`config.mk`:
```
export PLATFORM = sky130hd
export DESIGN_NAME = crc16_frame_receiver
export DESIGN_NICKNAME = d
export VERILOG_FILES = /design/src/sv/crc16fr_pkg.sv /design/src/sv/crc16_frame_receiver.sv
export VERILOG_INCLUDE_DIRS = /design/src /design/src/sv
export SDC_FILE = /design/constraint.sdc
export NUM_CORES = 1
export LEC_CHECK = 0
export ABC_CLOCK_PERIOD_IN_PS = 8900
export BUFFER_PORTS_ARGS = -buffer_cell sky130_fd_sc_hd__buf_2
export CAP_MARGIN = 10
export CORE_AREA = 2 2 127 129
export CTS_CLUSTER_SIZE = 25
export DETAILED_ROUTE_END_ITERATION = 8
export DIE_AREA = 0 0 129 131
export GPL_ROUTABILITY_DRIVEN = 0
export GPL_TIMING_DRIVEN = 0
export PLACE_DENSITY = 0.85
export SLEW_MARGIN = 30
export SYNTH_ARGS = -nofsm -noshare
export SYNTH_HDL_FRONTEND = slang
export SYNTH_SLANG_ARGS = --single-unit
export TNS_END_PERCENT = 5
```
`constraint.sdc`:
```
create_clock -name clk -period 8.9 [get_ports clk]
set_input_delay 1.78 -clock clk [delete_from_list [all_inputs] [get_ports clk]]
set_output_delay 1.78 -clock clk [all_outputs]
set_load 0.01 [all_outputs]
```
`src/sv/assert_macros.svh`:
```
// Assertion macros used by the RTL of the frame receiver.
`ifndef ASSERT_MACROS_SVH
`define ASSERT_MACROS_SVH

// Implication checked on every rising clk edge, off while reset is asserted.
`define ASSERT_IMPL(label, cond, prop, msg) \
	label: assert property (@(posedge clk) disable iff (!arst_n) (cond) |-> (prop)) \
		else $error(msg);

// Condition that must never hold at a rising clk edge outside reset.
`define ASSERT_NEVER(label, cond, msg) \
	label: assert property (@(posedge clk) disable iff (!arst_n) !(cond)) \
		else $error(msg);

`endif

```
`src/sv/crc16fr_pkg.sv`:
```
// Package for the CRC-16 frame receiver: frame phase codes, register map, CRC update.
package crc16fr_pkg;

	// CRC-16/CCITT-FALSE constants
	localparam logic [15:0] CRC_INIT = 16'hFFFF;
	localparam logic [15:0] CRC_POLY = 16'h1021;

	// Frame phase codes
	localparam int PH_W = 4;
	localparam logic [PH_W-1:0] PH_SYNC0   = 4'd0;
	localparam logic [PH_W-1:0] PH_SYNC1   = 4'd1;
	localparam logic [PH_W-1:0] PH_ID_LO   = 4'd2;
	localparam logic [PH_W-1:0] PH_ID_HI   = 4'd3;
	localparam logic [PH_W-1:0] PH_FLAGS   = 4'd4;
	localparam logic [PH_W-1:0] PH_SEQ     = 4'd5;
	localparam logic [PH_W-1:0] PH_LEN_LO  = 4'd6;
	localparam logic [PH_W-1:0] PH_LEN_HI  = 4'd7;
	localparam logic [PH_W-1:0] PH_PAYLOAD = 4'd8;
	localparam logic [PH_W-1:0] PH_CRC_HI  = 4'd9;
	localparam logic [PH_W-1:0] PH_CRC_LO  = 4'd10;

	// Register map: word index taken from paddr[3:2]
	localparam int ADDR_W = 4;
	localparam logic [1:0] REG_SYNC_FIRST  = 2'd0;
	localparam logic [1:0] REG_SYNC_SECOND = 2'd1;
	localparam logic [1:0] REG_MAX_PAYLOAD = 2'd2;

	// Register reset values
	localparam logic [7:0]  SYNC_FIRST_RST  = 8'hAA;
	localparam logic [7:0]  SYNC_SECOND_RST = 8'h55;
	localparam logic [15:0] MAX_PAYLOAD_RST = 16'd1024;

	// Result kinds
	localparam logic KIND_PAYLOAD = 1'b0;
	localparam logic KIND_EOF     = 1'b1;

	// One byte into the CRC, MSB first: eight shift/xor steps
	function automatic logic [15:0] crc_update(input logic [15:0] crc, input logic [7:0] b);
		logic [15:0] c;
		c = crc ^ {b, 8'h00};
		for (int i = 0; i < 8; i++) begin
			if (c[15]) begin
				c = {c[14:0], 1'b0} ^ CRC_POLY;
			end else begin
				c = {c[14:0], 1'b0};
			end
		end
		return c;
	endfunction

endpackage

```
`src/sv/crc16_frame_receiver.sv`:
```
// Top level of the CRC-16 frame receiver: input register, frame state machine, result register.
// The receiver takes one byte per clock cycle and, when the result side does not stall,
// keeps that rate indefinitely. A byte is captured in an input register, where the frame
// state machine and a bytewise CRC-16/CCITT-FALSE update act on it; any result (a payload
// byte, or end of frame with the header fields and a CRC match flag) is loaded into the
// result register when the held byte moves on, which a stalled result register holds back.
// The eight-step CRC update is the longest path. Header, sync and high CRC bytes give no
// result, and the low CRC byte gives the end-of-frame result; frames whose declared length
// exceeds max_payload_bytes are dropped without a result.
// Registers sit at byte addresses 0, 4 and 8 (sync_first, sync_second, max_payload_bytes)
// and are meant to be written while no frame is in flight.
`include "assert_macros.svh"

module crc16_frame_receiver
	import crc16fr_pkg::*;
(
	input  logic              clk,
	input  logic              arst_n,
	// byte input channel
	input  logic              in_valid,
	output logic              in_stall,
	input  logic [7:0]        rx_byte,
	// result channel
	output logic              out_valid,
	input  logic              out_stall,
	output logic              kind,
	output logic [7:0]        payload_byte,
	output logic [15:0]       packet_id,
	output logic [7:0]        frame_flags,
	output logic [7:0]        sequence_res,
	output logic [15:0]       length,
	output logic              crc_good,
	// configuration port
	input  logic              psel,
	input  logic              penable,
	input  logic              pwrite,
	input  logic [ADDR_W-1:0] paddr,
	input  logic [31:0]       pwdata,
	output logic [31:0]       prdata,
	output logic              pready
);

	// configuration registers
	logic [7:0]  sync_first_q;
	logic [7:0]  sync_second_q;
	logic [15:0] max_payload_q;

	// input register
	logic        vld_s1;
	logic [7:0]  byte_s1;

	// frame state
	logic [PH_W-1:0] phase_q, phase_d;
	logic [15:0] crc_q, crc_d;
	logic [15:0] id_q, id_d;
	logic [7:0]  flags_q, flags_d;
	logic [7:0]  seq_q, seq_d;
	logic [15:0] len_q, len_d;
	logic [15:0] count_q, count_d;
	logic [7:0]  crc_hi_q, crc_hi_d;

	// result register
	logic        out_vld_q;
	logic        kind_q;
	logic [7:0]  data_q;
	logic [15:0] id_out_q;
	logic [7:0]  flags_out_q;
	logic [7:0]  seq_out_q;
	logic [15:0] len_out_q;
	logic        good_q;

	// step control
	logic        emit;
	logic        res_kind;
	logic        res_good;
	logic [7:0]  res_data;
	logic        out_free;
	logic        go;
	logic [15:0] crc_byte;
	logic [15:0] count_inc;
	logic        cfg_wr;

	// ---------------------------------------------------------------
	// Configuration port
	assign pready = 1'b1;
	assign cfg_wr = psel && penable && pwrite && pready;

	always_ff @(posedge clk or negedge arst_n) begin
		if (!arst_n) begin
			sync_first_q  <= SYNC_FIRST_RST;
			sync_second_q <= SYNC_SECOND_RST;
			max_payload_q <= MAX_PAYLOAD_RST;
		end else if (cfg_wr) begin
			unique case (paddr[3:2])
				REG_SYNC_FIRST:  sync_first_q  <= pwdata[7:0];
				REG_SYNC_SECOND: sync_second_q <= pwdata[7:0];
				REG_MAX_PAYLOAD: max_payload_q <= pwdata[15:0];
				default: ;
			endcase
		end
	end

	// read mux
	always_comb begin
		unique case (paddr[3:2])
			REG_SYNC_FIRST:  prdata = {24'd0, sync_first_q};
			REG_SYNC_SECOND: prdata = {24'd0, sync_second_q};
			REG_MAX_PAYLOAD: prdata = {16'd0, max_payload_q};
			default:         prdata = 32'd0;
		endcase
	end

	// ---------------------------------------------------------------
	// Handshake: the held byte moves on unless it makes a result that
	// cannot be loaded this cycle
	assign out_free = !out_vld_q || !out_stall;
	assign go       = vld_s1 && (!emit || out_free);
	assign in_stall = vld_s1 && !go;

	always_ff @(posedge clk or negedge arst_n) begin
		if (!arst_n) begin
			vld_s1 <= 1'b0;
		end else if (!vld_s1 || go) begin
			vld_s1 <= in_valid;
		end
	end

	always_ff @(posedge clk) begin
		if (in_valid && !in_stall) begin
			byte_s1 <= rx_byte;
		end
	end

	// ---------------------------------------------------------------
	// Frame state machine and CRC update
	assign crc_byte  = crc_update(crc_q, byte_s1);
	assign count_inc = count_q + 16'd1;

	always_comb begin
		phase_d  = phase_q;
		crc_d    = crc_q;
		id_d     = id_q;
		flags_d  = flags_q;
		seq_d    = seq_q;
		len_d    = len_q;
		count_d  = count_q;
		crc_hi_d = crc_hi_q;
		emit     = 1'b0;
		res_kind = KIND_PAYLOAD;
		res_data = 8'd0;
		res_good = 1'b0;
		unique case (phase_q)
			PH_SYNC1: begin
				if (byte_s1 == sync_second_q) begin
					crc_d   = crc_byte;
					phase_d = PH_ID_LO;
				end else begin
					phase_d = PH_SYNC0;
				end
			end
			PH_ID_LO: begin
				crc_d   = crc_byte;
				id_d    = {8'd0, byte_s1};
				phase_d = PH_ID_HI;
			end
			PH_ID_HI: begin
				crc_d   = crc_byte;
				id_d    = {byte_s1, id_q[7:0]};
				phase_d = PH_FLAGS;
			end
			PH_FLAGS: begin
				crc_d   = crc_byte;
				flags_d = byte_s1;
				phase_d = PH_SEQ;
			end
			PH_SEQ: begin
				crc_d   = crc_byte;
				seq_d   = byte_s1;
				phase_d = PH_LEN_LO;
			end
			PH_LEN_LO: begin
				crc_d   = crc_byte;
				len_d   = {8'd0, byte_s1};
				phase_d = PH_LEN_HI;
			end
			PH_LEN_HI: begin
				crc_d   = crc_byte;
				len_d   = {byte_s1, len_q[7:0]};
				count_d = 16'd0;
				// oversized frames go back to the hunt without a result
				if (len_d > max_payload_q) begin
					phase_d = PH_SYNC0;
				end else if (len_d != 16'd0) begin
					phase_d = PH_PAYLOAD;
				end else begin
					phase_d = PH_CRC_HI;
				end
			end
			PH_PAYLOAD: begin
				crc_d    = crc_byte;
				count_d  = count_inc;
				emit     = 1'b1;
				res_kind = KIND_PAYLOAD;
				res_data = byte_s1;
				if (count_inc >= len_q) begin
					phase_d = PH_CRC_HI;
				end
			end
			PH_CRC_HI: begin
				crc_hi_d = byte_s1;
				phase_d  = PH_CRC_LO;
			end
			PH_CRC_LO: begin
				emit     = 1'b1;
				res_kind = KIND_EOF;
				res_good = ({crc_hi_q, byte_s1} == crc_q);
				phase_d  = PH_SYNC0;
			end
			default: begin
				// hunt for the first sync byte; unused codes act the same
				phase_d = PH_SYNC0;
				if (byte_s1 == sync_first_q) begin
					crc_d   = crc_update(CRC_INIT, byte_s1);
					count_d = 16'd0;
					phase_d = PH_SYNC1;
				end
			end
		endcase
	end

	always_ff @(posedge clk or negedge arst_n) begin
		if (!arst_n) begin
			phase_q  <= PH_SYNC0;
			crc_q    <= CRC_INIT;
			id_q     <= 16'd0;
			flags_q  <= 8'd0;
			seq_q    <= 8'd0;
			len_q    <= 16'd0;
			count_q  <= 16'd0;
			crc_hi_q <= 8'd0;
		end else if (go) begin
			phase_q  <= phase_d;
			crc_q    <= crc_d;
			id_q     <= id_d;
			flags_q  <= flags_d;
			seq_q    <= seq_d;
			len_q    <= len_d;
			count_q  <= count_d;
			crc_hi_q <= crc_hi_d;
		end
	end

	// ---------------------------------------------------------------
	// Result register
	always_ff @(posedge clk or negedge arst_n) begin
		if (!arst_n) begin
			out_vld_q <= 1'b0;
		end else if (go && emit) begin
			out_vld_q <= 1'b1;
		end else if (!out_stall) begin
			out_vld_q <= 1'b0;
		end
	end

	always_ff @(posedge clk) begin
		if (go && emit) begin
			kind_q      <= res_kind;
			data_q      <= res_data;
			id_out_q    <= id_q;
			flags_out_q <= flags_q;
			seq_out_q   <= seq_q;
			len_out_q   <= len_q;
			good_q      <= res_good;
		end
	end

	assign out_valid    = out_vld_q;
	assign kind         = kind_q;
	assign payload_byte = data_q;
	assign packet_id    = id_out_q;
	assign frame_flags  = flags_out_q;
	assign sequence_res = seq_out_q;
	assign length       = len_out_q;
	assign crc_good     = good_q;

	// ---------------------------------------------------------------
	// Assertions
	`ASSERT_NEVER(a_no_result_overwrite, go && emit && out_vld_q && out_stall,
		"result register overwritten while stalled")
	`ASSERT_IMPL(a_stall_only_when_held, in_stall, vld_s1,
		"input stalled with empty input register")
	`ASSERT_IMPL(a_count_below_length, phase_q == PH_PAYLOAD, count_q < len_q,
		"payload count reached declared length inside payload")
	`ASSERT_IMPL(a_payload_fields_clean, out_vld_q && (kind_q == KIND_PAYLOAD), !good_q,
		"crc_good set on a payload result")

endmodule
```
=== Word-level counts from Yosys, hierarchy flattened ===
Cells that the tools add are included.

* Register bits: 192
* Input bits: 51
* Output and inout bits: 93
* Word-level logic and storage cells: 153

* $add $sub $neg: 1
* Order comparisons: 2
* Eq/ne operators: 18
* Multiplexer cells: 48
* Bitwise operators: 22
* Reductions and logical operators: 39

{| class="wikitable"
|+ Operator list
! operator !! number
|-
| $mux 16 || 17
|-
| $mux 13 || 16
|-
| $pmux 16 s3 || 3
|-
| $pmux 16 s2 || 2
|-
| $not 3->3 || 16
|-
| $pmux 4 s10 || 1
|-
| $reduce_and 2->1 || 9
|-
| $add 16x1->16 const B || 1
|-
| $eq 16x16->1 || 1
|-
| $eq 4x3->1 const B || 4
|-
| $eq 8x8->1 || 2
|-
| $ge 16x16->1 || 1
|-
| $gt 16x16->1 || 1
|-
| $not 16->16 || 1
|-
| $reduce_bool 16->1 || 1
|-
| $xor 16x16->16 || 1
|-
| $eq 4x4->1 const B || 3
|-
| $reduce_or 10->1 || 1
|-
| $reduce_and 3->1 || 3
|-
| $eq 4x2->1 const B || 2
|-
| $mux 4 || 2
|-
| $reduce_or 8->1 || 1
|-
| $reduce_or 7->1 || 1
|-
| $logic_and 1x1->1 || 6
|-
| 15 further kinds || 34
|}

=== Depth between registers and ports, before layout ===
Gate-level depths: netlist of run 1.

* Depth after elaboration: 33
* Gate-level depth with buffers: 13
* Gate-level depth less buffers: 13

=== Worst setup path after synthesis of run 1 ===
No wires, ideal clock.

* Path type: input to register
* Start: in out_stall
* End: reg good_q (netlist: crc_good), enable pin
* Data arrival time: 4512 ps
* Setup slack: 3914 ps
* Stages on the path: 3
* Path buffers: 0
* Path through: nand2_1 > o21ai_1 > nor2_1

* Word-level cells in the longest chain between the ends: 5

{| class="wikitable"
|+ RTL lines
! item !! line !! text
|-
| from (decl) || crc16_frame_receiver.sv:25 || <nowiki>input logic out_stall,</nowiki>
|-
| $logic_not 1->1 || - ||
|-
| $logic_or 1x1->1 || crc16_frame_receiver.sv:116 || <nowiki>assign out_free = !out_vld_q || !out_stall;</nowiki>
|-
| $logic_or 1x1->1 || crc16_frame_receiver.sv:117 || <nowiki>assign go = vld_s1 && (!emit || out_free);</nowiki>
|-
| $logic_and 1x1->1 || crc16_frame_receiver.sv:117 ||
|-
| $logic_and 1x1->1 || crc16_frame_receiver.sv:266 || <nowiki>if (go && emit) begin</nowiki>
|-
| to (signal assigned) || crc16_frame_receiver.sv:273 || <nowiki>good_q <= res_good;</nowiki>
|-
| to (decl) || crc16_frame_receiver.sv:70 || <nowiki>logic good_q;</nowiki>
|}

Every way passes these cells.
A chain may end at the register's enable or synchronous reset.

=== Final worst setup path of run 1 ===
* Start: in paddr[3]
* End: out prdata[2]

* Word-level cells in the longest chain between the ends: 2
* Elaborated cells between the ends (all ways): 4
* Those cells by class: eq/ne (2); mux (1); reduce/logical (1)

{| class="wikitable"
|+ RTL lines
! item !! line !! text
|-
| from (decl) || crc16_frame_receiver.sv:37 || <nowiki>input logic [ADDR_W-1:0] paddr,</nowiki>
|-
| $eq 2x2->1 (tied with other cells) || crc16_frame_receiver.sv:105 || <nowiki>unique case (paddr[3:2])</nowiki>
|-
| $pmux 16 s3 * || crc16_frame_receiver.sv:105 ||
|-
| to (decl) || crc16_frame_receiver.sv:39 || <nowiki>output logic [31:0] prdata,</nowiki>
|}

Every way passes the cells marked *; elsewhere a longest branch is shown, timed or not.

==> flow_summary.json, run 1 <==
{
  "htreeDepth": 4,
  "power.internal_mw": 2.077,
  "rr_endpoint": "phase_q[0]",
  "reg2reg_slack_ns": 5.66,
  "rsz0062_at_grt": "no",
  "ant_nets": 0,
  "seqPwrFrac": 0.429,
  "antenna_cells": 0,
  "ys.flop_type": "dfrtp_1",
  "drc_errors": 0,
  "hp-class": "reg -> reg",
  "hpwl_um": 14840,
  "fill_cells": 1100,
  "seq_area_frac_synth": 0.5479,
  "die_height_um": 131,
  "synthCells": 833,
  "drive_above_1_share": 0.2681,
  "max-cap-violations": 0,
  "clockBufferDepth": 2,
  "cts_made_buffers": 17,
  "placed_cell_area_um2": 10430,
  "num_io_pins": 144,
  "switching_share": 0.3578,
  "yosysWarningCount": 0,
  "areaGrowthSynthToFinish_pct": 16.65,
  "layout_commonest_cell": "buf_2",
  "switchingPower_mw": 1.157,
  "dr.pass1.iters": 5,
  "grt_pass1_vias": 6747,
  "fin_skew_ns": 0.01034,
  "maxSlewViolCount": 0,
  "status": "complete, no violations",
  "post_cts_buffers": 0,
  "antenna_found_initial": 0,
  "grt_max_degree": 67,
  "async_flop_share": 0.6563,
  "cts_tree": "yes",
  "ir_drop_mv": 0.2076,
  "ys_ff_latch": 192,
  "pre_cts_ws_ns": 3.567,
  "syn_avg_cell_area_um2": 11.32,
  "synth_cell_types": 60,
  "setup_ws_ns": 3.571,
  "rr_worst_depth": 13,
  "num_vias": 6870,
  "viasPerCell": 5.687,
  "clock-sinks": 192,
  "nNetsFinal": 1063,
  "grt_first_pass_wirelength_um": 34160,
  "power_leakage_nw": 4.788,
  "p_comb_frac": 0.344,
  "synth-edff-count": 66,
  "die_x_um": 129,
  "initial_utilization": 0.6045,
  "syn-cell-area_um2": 9429,
  "p_clk_frac": 0.228,
  "crit_fanout": 10,
  "r2r_start": "count_q[2]",
  "p_per_area_nw_per_um2": 294.1,
  "max_freq_mhz": 187.6,
  "period_needed_ns": 5.329,
  "fin_area_um2": 11000,
  "cp.required_ns": 7.12,
  "post_drt_wl_per_cell_um": 17.81,
  "worstSetupPathType": "in -> out",
  "hp-start": "flags_q[5]",
  "final_cell_mix": "114 x buf_2, 101 x dfrtp_1, 85 x nand2_1, 67 x o21ai_0, 66 x edfxtp_1",
  "cts-root-buf": "clkbuf_16",
  "hold-path-cell-count": 0,
  "register_area_um2": 5166,
  "drt_first_iter_violations": 563,
  "insertion_delay_ns": 0.44,
  "cts_resized": 0,
  "ctsHoldBuffers": 0,
  "clk_pin_slew_worst_paths_ns": 0.07,
  "worst_pin_slew_ns": 0.9241,
  "rows": 46,
  "multi_input_area_um2": 3884,
  "final.setup.tns_ns": 0,
  "critPathArrivalTime_ns": 3.55,
  "dieArea_um2": 16900,
  "drt_wl_total_um": 21510,
  "total_power_mw": 3.235,
  "overflow": 0,
  "fp.coreArea_um2": 15600,
  "port_buffers": 108,
  "start_kind": "input pin",
  "period_share": 0.5988,
  "crit_path_end_kind": "output port",
  "setup_viol_count_final": 0,
  "whs_endpoint": "frame_flags[5]",
  "track_usage": 0.2665,
  "hold_viol": 0,
  "slew_headroom": 0.3826
}
==> power groups by stage <==
stage | Clock, mW | Combinational, mW | Sequential [mW]
2_1_floorplan | 0 | 0.834 | 1.35
3_3_place_gp | 0 | 1.02 | 1.39
3_5_place_dp | 0 | 1.08 | 1.40
4_1_cts | 0.743 | 1.10 | 1.38
5_1_grt | 0.777 | 1.23 | 1.41
6_report | 0.736 | 1.11 | 1.39
==> how the worst max path moves through the flow <==
stage	to	slack, ns	from	cells past startpoint
2_1_floorplan	crc_good	3.91	out_stall	3
3_3_place_gp	crc_good	2.64	out_stall	4
3_5_place_dp	prdata[2]	3.57	paddr[3]	7
4_1_cts	prdata[2]	3.57	paddr[3]	7
5_1_grt	prdata[3]	3.40	paddr[3]	7
6_report	prdata[2]	3.57	paddr[3]	7
==> cells in the mapped netlist, types with 2 or more instances <==
library cell | instances | area share
nand2_1 | 85 | 0.034
nor4_1 | 8 | 0.0053
a21o_1 | 5 | 0.0040
ha_1 | 33 | 0.044
a21oi_1 | 25 | 0.013
inv_1 | 36 | 0.014
conb_1 | 2 | 0.00080
or3_1 | 2 | 0.0013
and2_1 | 14 | 0.0093
nor2_1 | 42 | 0.017
nand3_1 | 20 | 0.011
xnor2_1 | 59 | 0.055
xor2_1 | 26 | 0.024
o221ai_1 | 2 | 0.0019
a221oi_1 | 2 | 0.0019
buf_4 | 18 | 0.014
nor3b_1 | 3 | 0.0024
buf_2 | 7 | 0.0037
o21ai_0 | 67 | 0.036
o21ai_1 | 2 | 0.0011
dfstp_2 | 25 | 0.070
nand2b_1 | 3 | 0.0020
a211oi_1 | 3 | 0.0024
nor2b_1 | 5 | 0.0033
and3_1 | 13 | 0.0086
nor3_1 | 5 | 0.0027
edfxtp_1 | 66 | 0.21
or4b_2 | 2 | 0.0021
o41ai_1 | 2 | 0.0019
o31ai_1 | 3 | 0.0024
mux2_2 | 55 | 0.066
o211ai_1 | 2 | 0.0016
buf_6 | 2 | 0.0024
dfrtp_1 | 101 | 0.27
nand4_1 | 13 | 0.0086
a31oi_1 | 5 | 0.0033
a22o_1 | 9 | 0.0084
clkbuf_1 | 31 | 0.012
mux2i_1 | 9 | 0.0096
==> worst max-delay path, cell delays in order <==
cell      delay (ns)
buf_2           0.10
clkbuf_1        0.35
nor2b_1         0.45
clkbuf_1        0.44
nand2_1         0.10
o21ai_0         0.14
buf_2           0.19
==> registers in the layout, summed over array words and instances, names as in the netlist, 16 cells and up <==
register       flops
length            16
max_payload_q     16
count_q           16
id_q              16
packet_id         16
crc_q             16
len_q             16
==> per-stage QoR <==
stage                     std cells  hold slack [ns]    util
after floorplan                 848           0.4194       -
after global placement         1172           0.4248  0.6601
after detailed placement       1176           0.4302  0.6686
after CTS                      1208           0.4471  0.7052
after global routing           1208           0.4536  0.7052
final                          1208           0.4448  0.7052
==> layer usage <==
metal	GRT usage	up-vias	share of wire
li1	-	3185	-
met1	0.3373	3369	0.42
met2	0.4504	256	0.50
met3	0.04805	60	0.048
met4	0.1240	0	0.035
met5	0	-	0
==> final cells by class <==
type / instances / share of cell area
Sequential cell: 192 / 0.4697
Multi-Input combinational cell: 561 / 0.3531
Timing Repair Buffer: 112 / 0.06006
Clock buffer: 18 / 0.03902
Buffer: 59 / 0.02844
Tap cell: 216 / 0.02457
Clock inverter: 14 / 0.01285
Inverter: 36 / 0.01229
==> kinds of logic after synthesis <==
family / synth area share
compound gates: 0.08891
xor+xnor: 0.07895
fa+ha+maj: 0.04379
buf+inv: 0.04750
flops: 0.5479
mux: 0.07524
other cells: 0.0007965
simple gates: 0.1169
(Power assumes the default switching activity.)
==> run 2: changes to the inputs <==
Settings changed: ABC_CLOCK_PERIOD_IN_PS 8900 to 5170, CORE_AREA 2 2 127 129 to 2 2 132 134, DIE_AREA 0 0 129 131 to 0 0 134 136, PLACE_DENSITY 0.85 to 0.79.
Clock period 8.9 ns to 5.17 ns, I/O delays scaled along.
==> flow_summary.json, run 2 (synthesis gave the netlist of run 1 again) <==
{
  "status": "complete, no violations",
  "max_freq_mhz": 269.4,
  "port_buffers": 108,
  "cts_tree": "yes",
  "cts-root-buf": "clkbuf_16",
  "dieArea_um2": 18220,
  "clk_pin_slew_worst_paths_ns": 0.06,
  "clockBufferDepth": 2,
  "multi_input_area_um2": 3884,
  "r2r_start": "count_q[2]",
  "drt_wl_total_um": 21750,
  "htreeDepth": 4,
  "post_drt_wl_per_cell_um": 17.88,
  "hold-path-cell-count": 0,
  "worst_pin_slew_ns": 0.8839,
  "crit_path_end_kind": "output port",
  "power_leakage_nw": 4.797,
  "rows": 48,
  "period_share": 0.7181,
  "track_usage": 0.2474,
  "areaGrowthSynthToFinish_pct": 17.10,
  "viasPerCell": 5.586,
  "final_cell_mix": "114 x buf_2, 101 x dfrtp_1, 85 x nand2_1, 67 x o21ai_0, 66 x edfxtp_1",
  "cts_resized": 0,
  "rsz0062_at_grt": "no",
  "grt_first_pass_wirelength_um": 34550,
  "num_io_pins": 144,
  "num_vias": 6793,
  "grt_use_met3": 0.04474,
  "max-cap-violations": 0,
  "antenna_found_initial": 0,
  "total_power_mw": 5.682,
  "hpwl_um": 15060,
  "grt_max_degree": 80,
  "cts_made_buffers": 17,
  "register_area_um2": 5166,
  "busiest_layer": "met2",
  "final.setup.tns_ns": 0,
  "critPathArrivalTime_ns": 2.68,
  "p_per_area_nw_per_um2": 514.6,
  "hold_viol": 0,
  "hp-class": "reg -> reg",
  "cp.required_ns": 4.14,
  "fin_skew_ns": 0.008344,
  "worstSetupPathType": "in -> out",
  "overflow": 0,
  "setup_viol_count_final": 0,
  "clock-sinks": 192,
  "grtUsageMet2": 0.4162,
  "start_kind": "input pin",
  "antenna_cells": 0,
  "fp.coreArea_um2": 16880,
  "layout_commonest_cell": "buf_2",
  "grtUsageMet1": 0.3188,
  "post_cts_buffers": 0,
  "period_needed_ns": 3.713,
  "drt_first_iter_violations": 498,
  "setup.worst_path.start": "paddr[3]",
  "ant_nets": 0,
  "die_x_um": 134,
  "die_height_um": 136,
  "rr_worst_depth": 13,
  "drc_errors": 0,
  "hp-start": "id_q[14]",
  "dr.pass1.iters": 5,
  "ctsHoldBuffers": 0,
  "slew_headroom": 0.4065,
  "maxSlewViolCount": 0,
  "nNetsFinal": 1062,
  "ir_drop_mv": 0.3396,
  "crit_fanout": 10,
  "insertion_delay_ns": 0.44,
  "fill_cells": 1322,
  "initial_utilization": 0.5587,
  "grt_pass1_vias": 6693,
  "drive_above_1_share": 0.2674
}
[run 2: path summary, 6_finish.rpt]
kind / to / slack, ns
worst max-delay path: prdata[1] / 1.46
worst min-delay path: packet_id[14] / 0.45
worst max register to register: phase_q[0] / 1.88
worst min register to register: packet_id[14] / 0.45
max in group asynchronous: crc_q[10] / 3.93
min in group asynchronous: max_payload_q[13] / 0.49
[run 2: cell type report]
type	count	share of cell area
plain buffers	59	0.02833
clock buffers	19	0.04011
clock inverters	13	0.01688
inverters	36	0.01224
multi-input cells	561	0.3517
flip-flops and latches	192	0.4679
well taps	225	0.02550
repair buffers	111	0.05734
[run 2: report_power, final]
group	internal [mW]	switching [mW]	leakage (nW)
registers	2.08	0.304	2.17
clock network	0.823	0.572	0.296
logic	0.855	1.05	2.33
[run 2: per-stage QoR]
step | utilization | hold slack [ns] | cells | instance area, µm² | setup slack [ns]
5_1_grt | 0.6543 | 0.4670 | 1216 | 11040 | 1.248
4_1_cts | 0.6543 | 0.4482 | 1216 | 11040 | 1.482
3_3_place_gp | 0.6108 | 0.4287 | 1181 | 10310 | -0.3960
3_5_place_dp | 0.6170 | 0.4326 | 1184 | 10410 | 1.487
6_report | 0.6543 | 0.4453 | 1216 | 11040 | 1.457
2_1_floorplan | - | 0.4194 | 848 | 9485 | 0.9299
[run 2: routing by layer]
layer / up-vias / share of wire
met2: 232 / 0.50
li1: 3168 / -
met3: 46 / 0.051
met5: - / 0
met4: 0 / 0.027
met1: 3347 / 0.42
[run 2: critical path, cell delays in order]
cell      delay [ns]
buf_2           0.11
clkbuf_1        0.29
nor2b_1         0.41
clkbuf_1        0.41
nand2_1         0.09
o21ai_0         0.14
buf_2           0.19
